**config.mk**
```make
export PLATFORM = sky130hd
export DESIGN_NAME = printf_format_tokenizer
export DESIGN_NICKNAME = d
export VERILOG_FILES = /design/src/design/pft_pkg.sv /design/src/design/printf_format_tokenizer.sv
export SDC_FILE = /design/constraint.sdc
export NUM_CORES = 1
export LEC_CHECK = 0
export ABC_AREA = 1
export ABC_CLOCK_PERIOD_IN_PS = 8480
export BUFFER_PORTS_ARGS = -buffer_cell sky130_fd_sc_hd__buf_2
export CAP_MARGIN = 15
export CELL_PAD_IN_SITES_DETAIL_PLACEMENT = 2
export CELL_PAD_IN_SITES_GLOBAL_PLACEMENT = 2
export CORE_ASPECT_RATIO = 0.9
export CORE_MARGIN = 4
export CORE_UTILIZATION = 39
export DETAILED_ROUTE_END_ITERATION = 16
export HOLD_SLACK_MARGIN = 0.02
export PLACE_DENSITY = 0.94
export SYNTH_ARGS = -nofsm -noshare
export SYNTH_HDL_FRONTEND = slang
export SYNTH_SLANG_ARGS = --single-unit
```
**constraint.sdc**
```tcl
create_clock -name clk -period 8.48 [get_ports clk]
set_input_delay 0.424 -clock clk [delete_from_list [all_inputs] [get_ports clk]]
set_output_delay 0.424 -clock clk [all_outputs]
set_load 0.05 [all_outputs]
```
**src/design/pft_pkg.sv**
```systemverilog
// Shared types and codes for the printf format tokenizer.
// No dependencies; imported by the tokenizer and its port checker.
`timescale 1ns / 1ps
`default_nettype none
package pft_pkg;

  localparam int POS_W     = 12;
  localparam int LEN_W     = 13;
  localparam int NUM_W     = 17;
  localparam int MAX_WIDTH = 65535;

  typedef enum logic [1:0] {
    TK_LITERAL = 2'd0,
    TK_CONV    = 2'd1,
    TK_END     = 2'd2
  } token_kind_t;

  typedef enum logic [2:0] {
    CV_CHAR   = 3'd0,
    CV_SINT   = 3'd1,
    CV_UINT   = 3'd2,
    CV_POS    = 3'd3,
    CV_PTR    = 3'd4,
    CV_STR    = 3'd5,
    CV_SZSTR  = 3'd6
  } conv_kind_t;

  typedef enum logic [1:0] {
    SZ_SHORT = 2'd1,
    SZ_NONE  = 2'd2,
    SZ_LONG  = 2'd3
  } size_code_t;

  typedef enum logic [2:0] {
    PH_TEXT,
    PH_FLAGS,
    PH_WIDTH,
    PH_DOT,
    PH_PREC,
    PH_LONG,
    PH_SPEC
  } phase_t;

  typedef struct packed {
    logic [1:0]              kind;
    logic [POS_W-1:0]        start;
    logic [LEN_W-1:0]        len;
    logic [5:0]              flags;
    logic signed [NUM_W-1:0] wval;
    logic signed [NUM_W-1:0] pval;
    logic [1:0]              size;
    logic [2:0]              conv;
    logic [4:0]              base;
    logic                    last;
  } token_t;

endpackage
`default_nettype wire

```
**src/design/printf_format_tokenizer.sv**
```systemverilog
// printf format tokenizer: one format character in, literal, conversion and end tokens out.
// Depends on pft_pkg.
//
// The block takes one character per clock while in_ready is high and updates its scan
// state in the same cycle; the tokens a character produces go into a four-entry output
// queue that drives the out_ ports. Most characters produce no token or one. A NUL that
// closes a pending literal produces two (the literal, then the end token). in_ready is
// high while at least two queue entries are free, so with out_ready held high the
// sustained rate is one character per cycle; a token is registered into the queue and
// reaches the outputs once the entries ahead of it are taken. After the end token the
// position restarts at zero for the next string; positions wrap modulo 4096.
`timescale 1ns / 1ps
`default_nettype none
module printf_format_tokenizer (
  input  wire logic                             clk,
  input  wire logic                             rst_n,
  input  wire logic                             in_valid,
  output      logic                             in_ready,
  input  wire logic [7:0]                       in_char_in,
  output      logic                             out_valid,
  input  wire logic                             out_ready,
  output      logic [1:0]                       out_token_kind,
  output      logic [pft_pkg::POS_W-1:0]        out_start_pos,
  output      logic [pft_pkg::LEN_W-1:0]        out_token_len,
  output      logic [5:0]                       out_flag_bits,
  output      logic signed [pft_pkg::NUM_W-1:0] out_width_value,
  output      logic signed [pft_pkg::NUM_W-1:0] out_precision_value,
  output      logic [1:0]                       out_size_code,
  output      logic [2:0]                       out_conversion_kind,
  output      logic [4:0]                       out_number_base,
  output      logic                             out_last_of_run
);
  import pft_pkg::*;

  localparam logic [7:0] CH_NUL   = 8'h00;
  localparam logic [7:0] CH_PCT   = 8'h25;
  localparam logic [7:0] CH_STAR  = 8'h2A;
  localparam logic [7:0] CH_DOT   = 8'h2E;
  localparam logic [7:0] CH_MINUS = 8'h2D;
  localparam logic [7:0] CH_PLUS  = 8'h2B;
  localparam logic [7:0] CH_SPACE = 8'h20;
  localparam logic [7:0] CH_HASH  = 8'h23;
  localparam logic [7:0] CH_ZERO  = 8'h30;
  localparam logic [7:0] CH_NINE  = 8'h39;
  localparam logic [7:0] CH_H     = 8'h68;
  localparam logic [7:0] CH_L     = 8'h6C;
  localparam logic [7:0] CH_UL    = 8'h4C;
  localparam logic [7:0] CH_C     = 8'h63;
  localparam logic [7:0] CH_D     = 8'h64;
  localparam logic [7:0] CH_I     = 8'h69;
  localparam logic [7:0] CH_U     = 8'h75;
  localparam logic [7:0] CH_O     = 8'h6F;
  localparam logic [7:0] CH_N     = 8'h6E;
  localparam logic [7:0] CH_UX    = 8'h58;
  localparam logic [7:0] CH_X     = 8'h78;
  localparam logic [7:0] CH_P     = 8'h70;
  localparam logic [7:0] CH_S     = 8'h73;
  localparam logic [7:0] CH_US    = 8'h53;

  localparam logic signed [NUM_W-1:0] NUM_DEFAULT = -17'sd1;
  localparam logic signed [NUM_W-1:0] NUM_FROM_ARG = -17'sd2;

  localparam int QDEPTH = 4;
  localparam int QPTR_W = $clog2(QDEPTH);

  function automatic logic signed [NUM_W-1:0] acc_digit(input logic [NUM_W-2:0] a,
                                                        input logic [3:0] d);
    logic [NUM_W+2:0] v;
    v = {1'b0, a, 3'b000} + {3'b000, a, 1'b0} + {{(NUM_W-1){1'b0}}, d};
    if (v > (NUM_W+3)'(MAX_WIDTH)) begin
      return NUM_W'(MAX_WIDTH);
    end
    return {1'b0, v[NUM_W-2:0]};
  endfunction

  phase_t                  phase_r, phase_nxt;
  logic [POS_W-1:0]        pos_r, pos_nxt;
  logic [POS_W-1:0]        start_r, start_nxt;
  logic                    pend_r, pend_nxt;
  logic [5:0]              flags_r, flags_nxt;
  logic signed [NUM_W-1:0] wacc_r, wacc_nxt;
  logic signed [NUM_W-1:0] pacc_r, pacc_nxt;
  logic [1:0]              size_r, size_nxt;

  token_t                  queue_r [QDEPTH];
  logic [QPTR_W-1:0]       wp_r, rp_r;
  logic [QPTR_W:0]         cnt_r, cnt_nxt;

  token_t                  t0, t1;
  logic [1:0]              n_tok;
  logic                    in_acc, out_acc;
  logic [7:0]              c;
  logic                    is_dig, is_flag;
  logic                    do_ws, do_aw, do_len, do_spec;
  logic                    spec_known;
  logic [2:0]              spec_conv;
  logic [4:0]              spec_base;
  logic [LEN_W-1:0]        span;
  token_t                  end_tok;

  assign c       = in_char_in;
  assign in_acc  = in_valid && in_ready;
  assign out_acc = out_valid && out_ready;
  assign in_ready  = (cnt_r <= (QPTR_W+1)'(QDEPTH - 2));
  assign out_valid = (cnt_r != '0);

  assign is_dig  = (c >= CH_ZERO) && (c <= CH_NINE);
  assign is_flag = (c == CH_MINUS) || (c == CH_PLUS) || (c == CH_SPACE) ||
                   (c == CH_HASH) || (c == CH_ZERO);
  assign span    = {1'b0, pos_r - start_r};

  assign do_ws  = (phase_r == PH_FLAGS) && !is_flag;
  assign do_aw  = (do_ws && !is_dig && (c != CH_STAR)) ||
                  ((phase_r == PH_WIDTH) && !(!wacc_r[NUM_W-1] && is_dig));
  assign do_len = (do_aw && (c != CH_DOT)) ||
                  ((phase_r == PH_DOT) && !is_dig && (c != CH_STAR)) ||
                  ((phase_r == PH_PREC) && !(!pacc_r[NUM_W-1] && is_dig));
  assign do_spec = (do_len && (c != CH_H) && (c != CH_L) && (c != CH_UL)) ||
                   ((phase_r == PH_LONG) && (c != CH_L)) ||
                   (phase_r == PH_SPEC);

  always_comb begin
    spec_known = 1'b1;
    spec_conv  = CV_CHAR;
    spec_base  = 5'd0;
    case (c) inside
      CH_C: begin
        spec_conv = CV_CHAR;
      end
      CH_D, CH_I: begin
        spec_conv = CV_SINT;
        spec_base = 5'd10;
      end
      CH_U: begin
        spec_conv = CV_UINT;
        spec_base = 5'd10;
      end
      CH_O: begin
        spec_conv = CV_UINT;
        spec_base = 5'd8;
      end
      CH_N: begin
        spec_conv = CV_POS;
      end
      CH_UX, CH_X: begin
        spec_conv = CV_UINT;
        spec_base = 5'd16;
      end
      CH_P: begin
        spec_conv = CV_PTR;
        spec_base = 5'd16;
      end
      CH_S: begin
        spec_conv = CV_STR;
      end
      CH_US: begin
        spec_conv = CV_SZSTR;
      end
      default: begin
        spec_known = 1'b0;
      end
    endcase
  end

  always_comb begin
    end_tok       = '0;
    end_tok.kind  = TK_END;
    end_tok.start = pos_r;
    end_tok.size  = SZ_NONE;

    phase_nxt = phase_r;
    pos_nxt   = pos_r + POS_W'(1);
    start_nxt = start_r;
    pend_nxt  = pend_r;
    flags_nxt = flags_r;
    wacc_nxt  = wacc_r;
    pacc_nxt  = pacc_r;
    size_nxt  = size_r;
    n_tok     = 2'd0;
    t0        = '0;
    t1        = '0;

    if (phase_r == PH_TEXT) begin
      if ((c == CH_NUL) || (c == CH_PCT)) begin
        if (pend_r) begin
          t0.kind  = TK_LITERAL;
          t0.start = start_r;
          t0.len   = span;
          t0.size  = SZ_NONE;
          n_tok    = 2'd1;
        end
        pend_nxt = 1'b0;
        if (c == CH_NUL) begin
          if (pend_r) begin
            t1    = end_tok;
            n_tok = 2'd2;
          end else begin
            t0    = end_tok;
            n_tok = 2'd1;
          end
        end else begin
          start_nxt = pos_r;
          flags_nxt = '0;
          wacc_nxt  = NUM_DEFAULT;
          pacc_nxt  = NUM_DEFAULT;
          size_nxt  = SZ_NONE;
          phase_nxt = PH_FLAGS;
        end
      end else if (!pend_r) begin
        pend_nxt  = 1'b1;
        start_nxt = pos_r;
      end
    end else if (phase_r == PH_FLAGS && is_flag) begin
      case (c)
        CH_MINUS: flags_nxt = flags_r | 6'h01;
        CH_PLUS:  flags_nxt = flags_r | 6'h02;
        CH_SPACE: flags_nxt = flags_r | 6'h04;
        CH_HASH:  flags_nxt = flags_r | 6'h08;
        default:  flags_nxt = flags_r | 6'h10;
      endcase
    end else if (do_ws && (is_dig || (c == CH_STAR))) begin
      wacc_nxt  = is_dig ? {{(NUM_W-4){1'b0}}, c[3:0]} : NUM_FROM_ARG;
      phase_nxt = PH_WIDTH;
    end else if (phase_r == PH_WIDTH && !do_aw) begin
      wacc_nxt = acc_digit(wacc_r[NUM_W-2:0], c[3:0]);
    end else if (do_aw && (c == CH_DOT)) begin
      phase_nxt = PH_DOT;
    end else if (phase_r == PH_DOT && !do_len) begin
      pacc_nxt  = is_dig ? {{(NUM_W-4){1'b0}}, c[3:0]} : NUM_FROM_ARG;
      phase_nxt = PH_PREC;
    end else if (phase_r == PH_PREC && !do_len) begin
      pacc_nxt = acc_digit(pacc_r[NUM_W-2:0], c[3:0]);
    end else if (do_len && !do_spec) begin
      if (c == CH_H) begin
        size_nxt  = SZ_SHORT;
        phase_nxt = PH_SPEC;
      end else if (c == CH_L) begin
        size_nxt  = SZ_LONG;
        phase_nxt = PH_LONG;
      end else begin
        size_nxt  = SZ_NONE;
        phase_nxt = PH_SPEC;
      end
    end else if (phase_r == PH_LONG && !do_spec) begin
      phase_nxt = PH_SPEC;
    end else if (do_spec) begin
      if (c == CH_NUL) begin
        t0    = end_tok;
        n_tok = 2'd1;
      end else if (spec_known) begin
        if (c == CH_UX) begin
          flags_nxt = flags_r | 6'h20;
        end
        t0.kind  = TK_CONV;
        t0.start = start_r;
        t0.len   = span + LEN_W'(1);
        t0.flags = (c == CH_UX) ? (flags_r | 6'h20) : flags_r;
        t0.wval  = wacc_r;
        t0.pval  = pacc_r;
        t0.size  = size_r;
        t0.conv  = spec_conv;
        t0.base  = spec_base;
        n_tok    = 2'd1;
        phase_nxt = PH_TEXT;
      end else begin
        pend_nxt  = 1'b1;
        start_nxt = pos_r;
        phase_nxt = PH_TEXT;
      end
    end

    if (n_tok == 2'd1) begin
      t0.last = 1'b1;
    end
    if (n_tok == 2'd2) begin
      t1.last = 1'b1;
    end

    if (c == CH_NUL) begin
      phase_nxt = PH_TEXT;
      pos_nxt   = '0;
      start_nxt = '0;
      pend_nxt  = 1'b0;
      flags_nxt = '0;
      wacc_nxt  = NUM_DEFAULT;
      pacc_nxt  = NUM_DEFAULT;
      size_nxt  = SZ_NONE;
    end

    cnt_nxt = cnt_r + (in_acc ? (QPTR_W+1)'(n_tok) : '0) - (QPTR_W+1)'(out_acc);
  end

  always_ff @(posedge clk) begin
    if (!rst_n) begin
      phase_r <= PH_TEXT;
      pos_r   <= '0;
      start_r <= '0;
      pend_r  <= 1'b0;
      flags_r <= '0;
      wacc_r  <= NUM_DEFAULT;
      pacc_r  <= NUM_DEFAULT;
      size_r  <= SZ_NONE;
    end else if (in_acc) begin
      phase_r <= phase_nxt;
      pos_r   <= pos_nxt;
      start_r <= start_nxt;
      pend_r  <= pend_nxt;
      flags_r <= flags_nxt;
      wacc_r  <= wacc_nxt;
      pacc_r  <= pacc_nxt;
      size_r  <= size_nxt;
    end
  end

  always_ff @(posedge clk) begin
    if (!rst_n) begin
      wp_r  <= '0;
      rp_r  <= '0;
      cnt_r <= '0;
    end else begin
      cnt_r <= cnt_nxt;
      if (in_acc) begin
        wp_r <= wp_r + QPTR_W'(n_tok);
      end
      if (out_acc) begin
        rp_r <= rp_r + QPTR_W'(1);
      end
    end
  end

  always_ff @(posedge clk) begin
    if (in_acc && (n_tok != 2'd0)) begin
      queue_r[wp_r] <= t0;
    end
    if (in_acc && (n_tok == 2'd2)) begin
      queue_r[wp_r + QPTR_W'(1)] <= t1;
    end
  end

  assign out_token_kind      = queue_r[rp_r].kind;
  assign out_start_pos       = queue_r[rp_r].start;
  assign out_token_len       = queue_r[rp_r].len;
  assign out_flag_bits       = queue_r[rp_r].flags;
  assign out_width_value     = queue_r[rp_r].wval;
  assign out_precision_value = queue_r[rp_r].pval;
  assign out_size_code       = queue_r[rp_r].size;
  assign out_conversion_kind = queue_r[rp_r].conv;
  assign out_number_base     = queue_r[rp_r].base;
  assign out_last_of_run     = queue_r[rp_r].last;

endmodule
`default_nettype wire

```
Word level (Yosys, flattened, before mapping)
Memory sizes are Yosys's and may differ from the RTL's. A register that Yosys moved wholly into a read port is not among the register bits.
Index checks and enable logic that the tools add are counted.
W data, S select, Z words.
{"block": "totals", "ff_bits": 77, "output_inout_bits": 80, "input_bits": 12, "mem_bits_rw": 312, "n_memories": 1, "elab_cells": 341}
{"memory": "queue_r", "depth": 4, "word_bits": 78, "rd": 1, "rd_ports_with_merged_regs": 1, "write_ports": 2, "line": "printf_format_tokenizer.sv:85", "rtl": "token_t queue_r [QDEPTH];"}
{"block": "classes", "eq_ne": 62, "reduce_logical": 73, "mux": 172, "add_sub_neg": 12, "magnitude_cmp": 5}
{"operator": "$mux W78", "n": 17}
{"operator": "$mux W17", "n": 19}
{"operator": "$mux W12", "n": 15}
{"operator": "$eq A8 B7 Y1 const B", "n": 13}
{"operator": "$mux W6", "n": 14}
{"operator": "$mux W77", "n": 1}
{"operator": "$mux W76", "n": 1}
{"operator": "$reduce_and A15 Y1", "n": 5}
{"operator": "$eq A8 B6 Y1 const B", "n": 8}
{"operator": "$ne A4 B3 Y1 const B", "n": 16}
{"operator": "$mux W3", "n": 21}
{"operator": "$mux W1", "n": 54}
{"operator": "$mux W2", "n": 21}
{"operator": "$add A19 B17 Y20", "n": 2}
{"operator": "$add A20 B4 Y20", "n": 2}
{"operator": "$gt A20 B16 Y1 const B", "n": 2}
{"operator": "$mux W5", "n": 7}
{"operator": "$logic_and A1 B1 Y1", "n": 27}
{"operator": "$mux W25", "n": 1}
{"operator": "$ne A3 B2 Y1 const B", "n": 8}
{"operator": "$ne A8 B7 Y1 const B", "n": 3}
{"operator": "$reduce_and A12 Y1", "n": 2}
{"operator": "$pmux W5 S4", "n": 1}
{"operator": "$ne A8 B6 Y1 const B", "n": 2}
{"operator": "other kinds (32)", "n": 62}

Logic depth before layout (Yosys ltp)
{"block": "depth", "depth_word": 33, "mapped_depth": 23, "depth_no_buf": 23}

Worst setup path before layout
No wires, ideal clock.
{"block": "synth_timing", "path_kind": "input to register", "start": "in in_char_in[1]", "end": "mem queue_r[1][0] (netlist name), enable pin", "t_required_ns": 8.114, "n_path_buf": 4, "slack_ns": 4.984, "t_arrival_ns": 3.129, "setup_time_ns": 0.366, "stages": 16, "cell_sequence": "inv_2 > nand2_1 > nor2_1 > nand3_1 > inv_1 > clkbuf_1 > clkbuf_1 > ha_1 > nand2_1 > nor2_1 > inv_1 > nor2_4 > nand2_2 > buf_2 > buf_2 > nand2_1"}
{"item": "start: declaration", "line": "printf_format_tokenizer.sv:19", "rtl": "input wire logic [7:0] in_char_in,"}
{"item": "end: declaration", "line": "printf_format_tokenizer.sv:85"}

==> flow_summary.yaml <==
cts:
  hold_buffers: 0
  cts_setup_buffers: 0
  cts_buffer_depth: 3
  cts_max_level: 2
  cts_buffers: 45
  clk_latency_ns: 0.62
  cts_root_buf: "clkbuf_16"
  clkTransAtPathRegs_ns: 0.06
  cts_resized: 0
  cts_tree: "yes"
  clock_sinks: 383
pwr:
  switching_share: 0.498
  p_int_mw: 4.00
  clkPwrFrac: 0.253
  comb_power_share: 0.491
  peakVddDrop_uv: 180
  power.leakage_nw: 10.2
  p_seq_frac: 0.256
  p_sw_mw: 3.97
  power_density_mw_per_mm2: 349
die:
  dieWidth_um: 251
  fp.dieArea_mm2: 0.0569
  core.rowCount: 79
  io-pin-count: 92
  core-area_mm2: 0.0522
  die_height_um: 227
  initial_core_util: 0.397
global_routing:
  grt_pass1_wl_um: 167000
  grt_usage: 0.377
  grt.busiest_layer: "met2"
  grt_use_met2: 0.641
  antenna_found_initial: 5
  grt_max_degree: 153
  first_global_vias: 26500
  met3_usage: 0.0758
  grt.met1_usage: 0.457
  grt_overflow: 0
finish:
  design_area_mm2: 0.0229
  nFillCells: 6073
  multi_input_area_mm2: 0.0107
  final_util: 0.438
  num-nets-final: 3047
  area_growth_pct: 10.3
  seq_area_mm2: 0.00827
  drive_gt1_frac: 0.0838
worst_setup_path:
  crit_type: "primary input to flop"
  rr_endpoint: "wacc_r[11]"
  critPathCaptureType: "flop"
  r2r_cells: 13
  r2r_slack_ns: 3.83
  crit_arrival_ns: 6.01
  start_kind: "primary input"
  path_max_fanout: 42
  rr_startpoint: "wacc_r[2]"
  cp.required_ns: 8.90
  cp-startpoint: "in_char_in[3]"
min_path:
  worstHoldStart: "out_ready"
  holdPathEnd: "rp_r[0]"
  min_path_type: "primary input to flop"
  holdPathStages: 4
place:
  port_buffers: 89
  place.gp.congestion: 0.890
  dpl_cell_area_mm2: 0.0214
  hpwl_um: 63400
flow_run:
  drv_cap: 0
logic_synthesis:
  ys_types: 51
  synthSimpleGateAreaFrac: 0.283
  ys_ff_latch: 383
  syn-instance-count: 2960
  synth_top_family_by_area: "simple AND/OR/NAND/NOR gates"
  synthMuxAreaShare: 0
  yosys_warnings: 0
  ys_seq_area_frac: 0.399
  syn-mean-instance-area_um2: 7.01
  synth-edff-count: 60
  async_flop_share: 0
  synth_flop_cell: "dfxtp_1"
  synth_xor_area_frac: 0.0106
  synth_compound_area_frac: 0.170
  synth_area_mm2: 0.0207
  synth-adder-area-share: 0.0547
detailed_routing:
  first_pass_iters: 5
  num_vias: 23700
  via_per_inst: 6.45
  drc: 0
  ant_nets: 0
  wl_per_cell_um: 30.3
  wirelength_um: 111000
  drtIter0Drc: 2382
sta:
  grt_setup_unrepaired: "no"
  max_freq_mhz: 179
  finalClockSkew_ns: 0.0272
  slew_violations: 0
  tns_ns: 0
  period_share: 0.660
  finalHoldViolations: 0
  fin_hold_ws_ns: 0.222
  finalCriticalPeriod_ns: 5.60
  worst_pin_slew_ns: 1.22
  setup_viol: 0
  relSlewSlack: 0.188
status:
  status: "completed"
[synth_stat cells, types with 8 or more instances]
| master | n | area, µm² |
|---|---|---|
| xnor2_1 | 8 | 70.1 |
| ha_1 | 81 | 1010 |
| o22ai_2 | 8 | 100 |
| dfxtp_1 | 323 | 6470 |
| or2_2 | 14 | 87.6 |
| inv_1 | 234 | 878 |
| nor3_1 | 28 | 140 |
| clkbuf_1 | 86 | 323 |
| buf_4 | 12 | 90.1 |
| nand4_1 | 16 | 100 |
| nand2_4 | 8 | 90.1 |
| buf_2 | 62 | 310 |
| o21ai_1 | 35 | 175 |
| a21oi_1 | 127 | 636 |
| nand3_1 | 253 | 1270 |
| inv_2 | 17 | 63.8 |
| nand2_1 | 718 | 2700 |
| nor2_1 | 350 | 1310 |
| o22ai_1 | 120 | 751 |
| edfxtp_1 | 60 | 1800 |
| o211ai_1 | 12 | 90.1 |
| o31ai_1 | 8 | 60.1 |
| nand2_2 | 9 | 56.3 |
| xor2_1 | 17 | 149 |
| o21ai_0 | 297 | 1490 |
[layer usage]
layer | wire length, µm | part of all wire | up-vias
li1 | - | - | 9802
met1 | 44300 | 0.40 | 12100
met2 | 52700 | 0.47 | 1356
met3 | 8590 | 0.077 | 442
met4 | 5760 | 0.052 | 6
met5 | 41 | 0.00037 | -
[stage by stage]
stage                     worst slack (ns)  total power, mW  std cells
after floorplan                       4.98             4.55       2961
after global placement                3.29             5.33       3588
after detailed placement              2.67             5.64       3588
after CTS                             3.08             7.85       3671
after global routing                  2.75             8.28       3672
final                                 2.88             7.98       3674
[how the worst max path moves through the flow]
stage | end | slack (ns) | cells after the start
after CTS | queue_r[3][12] | 3.08 | 15
final | queue_r[3][12] | 2.88 | 15
after global placement | queue_r[3][23] | 3.29 | 15
after detailed placement | queue_r[3][21] | 2.67 | 15
after floorplan | queue_r[1][0] | 4.98 | 16
after global routing | queue_r[3][12] | 2.75 | 15
[sequential cells by signal (all words and copies together) (netlist names), named ones only]
| register | count |
|---|---|
| phase_r | 3 |
| size_r | 2 |
| start_r | 12 |
| wp_r | 2 |
| pacc_r | 17 |
| flags_r | 6 |
| pos_r | 12 |
| cnt_r | 3 |
| wacc_r | 17 |
| rp_r | 2 |
| pend_r | 1 |
| queue_r | 304 |
[power by group through the flow]
stage          Combinational, mW  Clock (mW)  Sequential [mW]
6_report                    3.91        2.02             2.04
4_1_cts                     3.81        2.01             2.03
2_1_floorplan               2.56           0             1.99
3_3_place_gp                3.28           0             2.05
3_5_place_dp                3.57           0             2.07
5_1_grt                     4.14        2.09             2.04
[area by class of cell]
cell class / count / area share
Antenna cell: 2 / 0.000219
Clock buffer: 61 / 0.0553
Clock inverter: 22 / 0.00722
Inverter: 252 / 0.0417
Multi-Input combinational cell: 2157 / 0.469
Sequential cell: 383 / 0.362
Tap cell: 688 / 0.0376
Timing Repair Buffer: 109 / 0.0269
[worst max-delay path, stage by stage]
cell and delay [ns]:
buf_2 0.18, inv_1 0.14, nand2_1 0.12, nor2_1 0.30, nand3_1 0.90, inv_1 1.04, ha_1 0.28, nand2_1 0.12
nor2_1 0.19, inv_1 0.19, nor2_4 0.22, nand2_2 0.28, nand2_4 0.61, buf_4 0.62, o21ai_0 0.30
[placed cells by master (no fill, tap or decap), types with 3 or more instances in the layout]
cell	netlist	layout
nand2_1	718	718
nor2_1	350	350
dfxtp_1	323	321
o21ai_0	297	297
nand3_1	253	253
inv_1	234	233
a21oi_1	127	127
o22ai_1	120	120
buf_2	62	89
ha_1	81	81
edfxtp_1	60	60
clkbuf_16	0	45
o21ai_1	35	35
nor3_1	28	28
buf_4	12	19
xor2_1	17	17
nand4_1	16	16
inv_2	17	15
or2_2	14	14
o211ai_1	12	12
clkinv_2	0	11
nand2_2	9	9
nand2_4	8	8
o31ai_1	8	8
o22ai_2	8	8
xnor2_1	8	8
clkbuf_1	86	8
clkbuf_8	0	8
a22oi_1	6	6
fa_1	6	6
nor2_2	5	5
a31oi_1	5	5
clkinv_1	1	5
inv_6	0	3
a211oi_1	3	3
a21o_1	3	3
clkinvlp_4	0	3
[logic make-up (layout without fill, tap and decap cells)]
kind of cell,after synthesis,after routing
adder cells (fa/ha/maj),87,87
AO/OA/AOI/OAI,634,634
XOR/XNOR,25,25
other,1,4
buffers and inverters,421,444
AND/OR/NAND/NOR,1409,1409
flip-flops,383,383
No activity file was read; power rests on OpenSTA's default activity.
